$ cat src/rtl/core/lfu_pkg.sv
// Package for the LFU cache: sizes, entry record and sequencer states.
// Used by lfu_engine and lfu_cache.
package lfu_pkg;
    localparam int CapacityMax = 16;
    localparam int CountWidth = 16;
    localparam int StampWidth = 48;
    localparam int IdxWidth = $clog2(CapacityMax);
    localparam int CapWidth = 5;
    localparam logic [CountWidth-1:0] CountMax = {CountWidth{1'b1}};

    localparam logic CmdGet = 1'b0;
    localparam logic CmdPut = 1'b1;

    typedef struct packed {
        logic [31:0]           key;
        logic [31:0]           value;
        logic [CountWidth-1:0] count;
        logic [StampWidth-1:0] stamp;
    } entry_t;

    typedef enum logic [2:0] {
        ST_IDLE,
        ST_SCAN,
        ST_LAST,
        ST_WRITE,
        ST_OUT
    } state_t;
endpackage

$ cat src/rtl/core/lfu_engine.sv
// Sequencer for the LFU cache: scans the entry memory one entry a cycle,
// then writes back at most one entry. Depends on lfu_pkg.
module lfu_engine (
    input  logic                              aclk,
    input  logic                              aresetn,
    input  logic [lfu_pkg::CapWidth-1:0]      capacity,
    input  logic                              start,
    input  logic                              cmd,
    input  logic [31:0]                       key,
    input  logic [31:0]                       value,
    output logic                              busy,
    output logic                              done,
    output logic                              hit,
    output logic [31:0]                       read_value
);
    localparam int IW = lfu_pkg::IdxWidth;
    localparam int CW = lfu_pkg::CapWidth;

    lfu_pkg::entry_t mem [lfu_pkg::CapacityMax];
    lfu_pkg::entry_t rd_reg;
    lfu_pkg::entry_t wr_data;
    logic [IW-1:0] rd_addr;
    logic [IW-1:0] wr_addr;
    logic          wr_en;

    lfu_pkg::state_t state_reg, state_next;
    logic [lfu_pkg::CapacityMax-1:0] valid_reg;
    logic [lfu_pkg::StampWidth-1:0]  clock_reg;
    logic [CW-1:0]   used_reg;
    logic [IW:0]     scan_reg, scan_next;
    logic [IW-1:0]   cur_reg;
    logic            cmd_reg;
    logic [31:0]     key_reg, value_reg;
    logic            found_reg;
    logic [IW-1:0]   found_idx_reg;
    lfu_pkg::entry_t found_ent_reg;
    logic            vic_ok_reg;
    logic [IW-1:0]   vic_idx_reg;
    lfu_pkg::entry_t vic_ent_reg;
    logic            hit_reg;
    logic [31:0]     rv_reg;
    logic            free_ok;
    logic [IW-1:0]   free_idx;
    logic [CW-1:0]   cap;
    logic            cur_valid;
    logic            better;

    always_ff @(posedge aclk) begin
        if (wr_en) begin
            mem[wr_addr] <= wr_data;
        end
        rd_reg <= mem[rd_addr];
    end

    assign rd_addr = scan_reg[IW-1:0];
    assign cap = (capacity > CW'(lfu_pkg::CapacityMax)) ? CW'(lfu_pkg::CapacityMax) : capacity;
    assign cur_valid = valid_reg[cur_reg];
    assign better = !vic_ok_reg || rd_reg.count < vic_ent_reg.count ||
                    (rd_reg.count == vic_ent_reg.count && rd_reg.stamp < vic_ent_reg.stamp);

    always_comb begin
        free_ok = 1'b0;
        free_idx = '0;
        for (int i = lfu_pkg::CapacityMax - 1; i >= 0; i--) begin
            if (!valid_reg[i]) begin
                free_ok = 1'b1;
                free_idx = IW'(i);
            end
        end
    end

    always_comb begin
        state_next = state_reg;
        scan_next = scan_reg;
        case (state_reg)
            lfu_pkg::ST_IDLE: begin
                scan_next = '0;
                if (start) begin
                    state_next = lfu_pkg::ST_SCAN;
                    scan_next = (IW+1)'(1);
                end
            end
            lfu_pkg::ST_SCAN: begin
                if (scan_reg == (IW+1)'(lfu_pkg::CapacityMax)) begin
                    state_next = lfu_pkg::ST_LAST;
                end else begin
                    scan_next = scan_reg + 1'b1;
                end
            end
            lfu_pkg::ST_LAST: state_next = lfu_pkg::ST_WRITE;
            lfu_pkg::ST_WRITE: state_next = lfu_pkg::ST_OUT;
            lfu_pkg::ST_OUT: state_next = lfu_pkg::ST_IDLE;
            default: state_next = lfu_pkg::ST_IDLE;
        endcase
    end

    always_comb begin
        wr_en = 1'b0;
        wr_addr = found_idx_reg;
        wr_data = found_ent_reg;
        if (state_reg == lfu_pkg::ST_WRITE) begin
            if (found_reg) begin
                if (cmd_reg == lfu_pkg::CmdGet || cap != '0) begin
                    wr_en = 1'b1;
                    if (cmd_reg == lfu_pkg::CmdPut) begin
                        wr_data.value = value_reg;
                    end
                    if (found_ent_reg.count != lfu_pkg::CountMax) begin
                        wr_data.count = found_ent_reg.count + 1'b1;
                    end
                    wr_data.stamp = clock_reg;
                end
            end else if (cmd_reg == lfu_pkg::CmdPut && cap != '0) begin
                wr_data.key = key_reg;
                wr_data.value = value_reg;
                wr_data.count = lfu_pkg::CountWidth'(1);
                wr_data.stamp = clock_reg;
                if (used_reg >= cap && vic_ok_reg) begin
                    wr_en = 1'b1;
                    wr_addr = vic_idx_reg;
                end else if (free_ok) begin
                    wr_en = 1'b1;
                    wr_addr = free_idx;
                end
            end
        end
    end

    always_ff @(posedge aclk) begin
        if (!aresetn) begin
            state_reg <= lfu_pkg::ST_IDLE;
            valid_reg <= '0;
            clock_reg <= '0;
            used_reg <= '0;
            scan_reg <= '0;
        end else begin
            state_reg <= state_next;
            scan_reg <= scan_next;
            if (wr_en) begin
                clock_reg <= clock_reg + 1'b1;
                if (!found_reg && !(used_reg >= cap && vic_ok_reg)) begin
                    valid_reg[wr_addr] <= 1'b1;
                    used_reg <= used_reg + 1'b1;
                end
            end
        end
    end

    always_ff @(posedge aclk) begin
        if (state_reg == lfu_pkg::ST_IDLE && start) begin
            cmd_reg <= cmd;
            key_reg <= key;
            value_reg <= value;
            found_reg <= 1'b0;
            vic_ok_reg <= 1'b0;
            cur_reg <= '0;
        end
        if (state_reg == lfu_pkg::ST_SCAN || state_reg == lfu_pkg::ST_LAST) begin
            cur_reg <= cur_reg + 1'b1;
            if (cur_valid) begin
                if (!found_reg && rd_reg.key == key_reg) begin
                    found_reg <= 1'b1;
                    found_idx_reg <= cur_reg;
                    found_ent_reg <= rd_reg;
                end
                if (better) begin
                    vic_ok_reg <= 1'b1;
                    vic_idx_reg <= cur_reg;
                    vic_ent_reg <= rd_reg;
                end
            end
        end
        if (state_reg == lfu_pkg::ST_WRITE) begin
            hit_reg <= found_reg;
            if (cmd_reg == lfu_pkg::CmdPut) begin
                rv_reg <= '0;
            end else if (found_reg) begin
                rv_reg <= found_ent_reg.value;
            end else begin
                rv_reg <= '1;
            end
        end
    end

    assign busy = state_reg != lfu_pkg::ST_IDLE;
    assign done = state_reg == lfu_pkg::ST_OUT;
    assign hit = hit_reg;
    assign read_value = rv_reg;
endmodule

$ cat src/rtl/core/lfu_cache.sv
// Top level of the LFU cache: stream ports, capacity register, output register.
// Depends on lfu_pkg and lfu_engine.
//
// Usage: send an item on s_axis (cmd get/put, key, value); one result per item
// comes out on m_axis (hit, read_value). read_value is the stored value on a
// get hit, all ones on a get miss, zero on a put.
// The entry memory has one read port, so for each item the sequencer reads all
// 16 entries one after another through a registered read, then writes back at
// most one entry and loads the result. A new item is accepted while the
// previous result still waits in the output register, once the sequencer is
// idle; only one item is in work at a time.
// If the receiver stalls, the finished result holds and at most one further
// item completes before s_axis_tready drops.
// Reset clears all entry valid bits, the use clock, the occupancy and sets the
// capacity to 16. cfg_we writes the capacity; write only while idle.
module lfu_cache (
    input  logic        aclk,
    input  logic        aresetn,
    input  logic        cfg_we,
    input  logic [4:0]  cfg_wdata,
    input  logic        s_axis_tvalid,
    output logic        s_axis_tready,
    input  logic        s_axis_tuser,  // [0] cmd
    input  logic [63:0] s_axis_tdata,  // [31:0] key, [63:32] value
    output logic        m_axis_tvalid,
    input  logic        m_axis_tready,
    output logic        m_axis_tuser,  // [0] hit
    output logic [31:0] m_axis_tdata   // [31:0] read_value
);
    logic [lfu_pkg::CapWidth-1:0] cap_reg;
    logic        busy, done, hit;
    logic [31:0] rv;
    logic        out_valid_reg;
    logic        out_hit_reg;
    logic [31:0] out_data_reg;
    logic        start;
    logic        hold_valid_reg;
    logic        hold_hit_reg;
    logic [31:0] hold_data_reg;

    assign s_axis_tready = !busy && !hold_valid_reg && aresetn;
    assign start = s_axis_tvalid && s_axis_tready;

    lfu_engine u_engine (
        .aclk       (aclk),
        .aresetn    (aresetn),
        .capacity   (cap_reg),
        .start      (start),
        .cmd        (s_axis_tuser),
        .key        (s_axis_tdata[31:0]),
        .value      (s_axis_tdata[63:32]),
        .busy       (busy),
        .done       (done),
        .hit        (hit),
        .read_value (rv)
    );

    always_ff @(posedge aclk) begin
        if (!aresetn) begin
            cap_reg <= 5'd16;
            out_valid_reg <= 1'b0;
            hold_valid_reg <= 1'b0;
        end else begin
            if (cfg_we) begin
                cap_reg <= cfg_wdata;
            end
            if (!out_valid_reg || m_axis_tready) begin
                if (hold_valid_reg) begin
                    out_valid_reg <= 1'b1;
                    out_hit_reg <= hold_hit_reg;
                    out_data_reg <= hold_data_reg;
                    hold_valid_reg <= done;
                    hold_hit_reg <= hit;
                    hold_data_reg <= rv;
                end else begin
                    out_valid_reg <= done;
                    out_hit_reg <= hit;
                    out_data_reg <= rv;
                end
            end else if (done) begin
                hold_valid_reg <= 1'b1;
                hold_hit_reg <= hit;
                hold_data_reg <= rv;
            end
        end
    end

    assign m_axis_tvalid = out_valid_reg;
    assign m_axis_tuser = out_hit_reg;
    assign m_axis_tdata = out_data_reg;
endmodule

$ cat config.mk
export PLATFORM = sky130hd
export DESIGN_NAME = lfu_cache
export DESIGN_NICKNAME = d
export VERILOG_FILES = /design/src/rtl/core/lfu_pkg.sv /design/src/rtl/core/lfu_engine.sv /design/src/rtl/core/lfu_cache.sv
export SDC_FILE = /design/constraint.sdc
export NUM_CORES = 2
export LEC_CHECK = 0
export ABC_AREA = 1
export BUFFER_PORTS_ARGS = -buffer_cell sky130_fd_sc_hd__buf_2
export CAP_MARGIN = 25
export CORE_MARGIN = 4
export CORE_UTILIZATION = 35
export DETAILED_ROUTE_END_ITERATION = 8
export PLACE_DENSITY = 0.47
export REMOVE_ABC_BUFFERS = 1
export SLEW_MARGIN = 20
export SYNTH_ARGS = -nofsm -noshare
export SYNTH_HDL_FRONTEND = slang
export SYNTH_SLANG_ARGS = --single-unit
$ cat constraint.sdc
create_clock -name aclk -period 21.5 [get_ports aclk]
set_clock_uncertainty 0.05 [all_clocks]
set_input_delay 4.3 -clock aclk [delete_from_list [all_inputs] [get_ports aclk]]
set_output_delay 4.3 -clock aclk [all_outputs]
set_load 0.05 [all_outputs]
==> impl_metrics.yaml <==
die:
  die_y_um: 546
  dieArea_sq_um: 298000
  io-pin-count: 110
  fp-row-count: 197
  start_util_pct: 35.1
  core_region_area_sq_um: 288000
  fp.dieW_um: 546
synth:
  syn_area_sq_um: 101000
  yosysTopAreaCell: "edfxtp_1"
  synthFlopType: "edfxtp_1"
  synthTopCellsByArea: "edfxtp_1 (72%), o21ai_0 (5.4%), nor2_1 (4.4%)"
  avgSynthCellArea_sq_um: 13.3
  synth_cells: 7632
  synth_xor_area_share_pct: 0.259
  post_synth_fa_ha_maj_area_fraction_pct: 0.914
  synth-edff-count: 2416
  synthArstFlopShare_pct: 0
  synth-seq-area-share_pct: 75.9
  synth_top_area_share_pct: 71.6
  synth_top_family_by_area: "compound AO/OA/AOI/OAI gates"
  synthSimpleGateAreaFrac_pct: 9.02
  muxShareOfSynthArea_pct: 0.523
  synth_compound_area_share_pct: 10.7
  synth.distinct_cells: 52
  synth_warnings: 0
  ys_ff_latch: 2630
power:
  ir_drop_v: 0.0000647
  clkPwrFrac_pct: 43.0
  leakagePower_nw: 37.7
  comb_power_share_pct: 6.8
  switching_share_pct: 23.1
  p_seq_share_pct: 50.1
  switching_power_mw: 2.61
  powerDensity_nw_per_um2: 97.9
  intPower_mw: 8.72
timing:
  hold_viol_final: 0
  maxSlewViolCount: 0
  grt_setup_unrepaired: "false"
  period_needed_ns: 10.19
  fmax_mhz: 98.1
  tightest_slew_ns: 1.06
  relSlewSlack_pct: 29.0
  setup_viol: 0
  fin_crit_sh_pct: 47.4
  setup_ws_ns: 11.31
finish:
  layout_common_cells: "edfxtp_1 (2416), nor2_1 (1171), o21ai_0 (1095)"
  layoutNonFillerInstCount: 11731
  nets: 7864
  largest_reg_flops: 2048
  stdcell_area_sq_um: 116000
  drive_gt1_share_pct: 10.1
  multiInputGateArea_sq_um: 21900
  seqCellArea_sq_um: 76800
  area_growth_syn_to_layout_pct: 14.2
  final_util_pct: 40.1
  fill_cells: 26565
  final_common_cell: "edfxtp_1"
detailed_routing:
  routed_wl_um: 282000
  vias: 62119
  dr.pass1.iters: 6
  wl_met2_um: 133000
  highest_layer: "met4"
  via_per_inst: 5.30
  drc: 0
  wl_met3_um: 13100
  drt_iter0_markers: 5827
  drt-met1-wl_um: 130000
  wl_per_cell_um: 24.0
  ant_nets: 0
clock_tree:
  clock_latency_ns: 0.86
  post-cts-setup-buffers: 0
  cts_buffers: 290
  hold_buffers: 0
  cts_tree: "yes"
  path_clk_slew_ns: 0.05
  cts_resized: 0
  cts_root_buf: "clkbuf_16"
  cts_buffer_depth: 4
  clock-sinks: 2630
  cts_htree_levels: 5
min_path:
  hold_class: "flip-flop to flip-flop"
critical_path:
  crit_path_max_fanout: 27
  crit_type: "input pin to output pin"
  r2r_slack_ns: 15.61
  crit_arrival_ns: 5.84
  worst_setup_path_end_kind: "output pin"
  critPathLaunchType: "input pin"
  critPathRequiredTime_ns: 17.15
placement:
  dp_hpwl_um: 140000
  gp_congestion: 0.811
  pre_cts_slack_ns: 11.31
  io_buffers: 109
  dp.cells: 11194
  placedInstanceArea_sq_um: 106000
global_route:
  first_global_vias: 60806
  grt_pass1_wl_um: 414000
  antenna_found_initial: 4
  grt_overflow: 0
  grtUsageTotal_pct: 18.3
  grt_start_max_net_pins: 200
outcome:
  outcome: "finished clean"
job:
  max_cap_viol_count: 0
-- synthesized netlist by cell type, drive strengths merged (18+ instances only) --
cell / n
nand4: 35
nand2: 659
o221ai: 212
xor2: 18
ha: 74
o21ai: 1101
nor4: 18
clkbuf: 412
edfxtp: 2416
o22ai: 306
o211ai: 54
nand3: 261
inv: 264
mux2: 47
buf: 52
a21oi: 164
nor2: 1191
nor3: 58
dfxtp: 214
-- routing by layer --
layer	up-vias	GRT usage, %
met5	-	0
met4	0	3.95
met3	407	2.34
met2	1570	30.1
met1	31711	26.0
li1	28431	-
-- per-stage QoR --
step	hold WS, ns	TNS, ns	power (mW)
2_1_floorplan	0.336	-6402.29	6.36
3_3_place_gp	0.338	0	6.56
3_5_place_dp	0.339	0	6.57
4_1_cts	0.351	0	11.5
5_1_grt	0.358	0	11.8
6_report	0.351	0	11.3
-- power by group through the flow --
stage | Clock (mW) | Sequential, mW | Combinational [mW]
2_1_floorplan | 0 | 5.82 | 0.540
3_3_place_gp | 0 | 5.79 | 0.768
3_5_place_dp | 0 | 5.79 | 0.778
4_1_cts | 5.00 | 5.68 | 0.781
5_1_grt | 5.21 | 5.68 | 0.874
6_report | 4.88 | 5.68 | 0.774
-- final timing paths --
| path | endpoint | from | cells past startpoint |
|---|---|---|---|
| setup / recovery | s_axis_tready | aresetn | 5 |
| hold / removal | u_engine.found_ent_reg[78] | u_engine.rd_reg[78] | 0 |
| setup reg to reg | u_engine.mem[2][33] | cap_reg[0] | 13 |
| hold reg to reg | u_engine.found_ent_reg[78] | u_engine.rd_reg[78] | 0 |
-- worst max-delay path: stages --
cell and delay [ns]:
buf_2 0.15, buf_4 0.38, inv_2 0.06, nor3_1 0.52, buf_2 0.38
-- kinds of logic after synthesis --
family / Yosys count
AO/OA/AOI/OAI: 1876
multiplexers: 47
adder cells (fa/ha/maj): 74
flip-flops: 2630
AND/OR/NAND/NOR: 2246
buffers and inverters: 729
XOR/XNOR: 30
-- cell type report --
class	count	area share [%]
Antenna cell	2	0.00433
Clock buffer	415	7.12
Clock inverter	110	0.939
Timing Repair Buffer	255	1.57
Tap cell	3781	4.09
Inverter	265	0.893
Sequential cell	2630	66.4
Multi-Input combinational cell	4273	19.0
(Power assumes the default switching activity.)
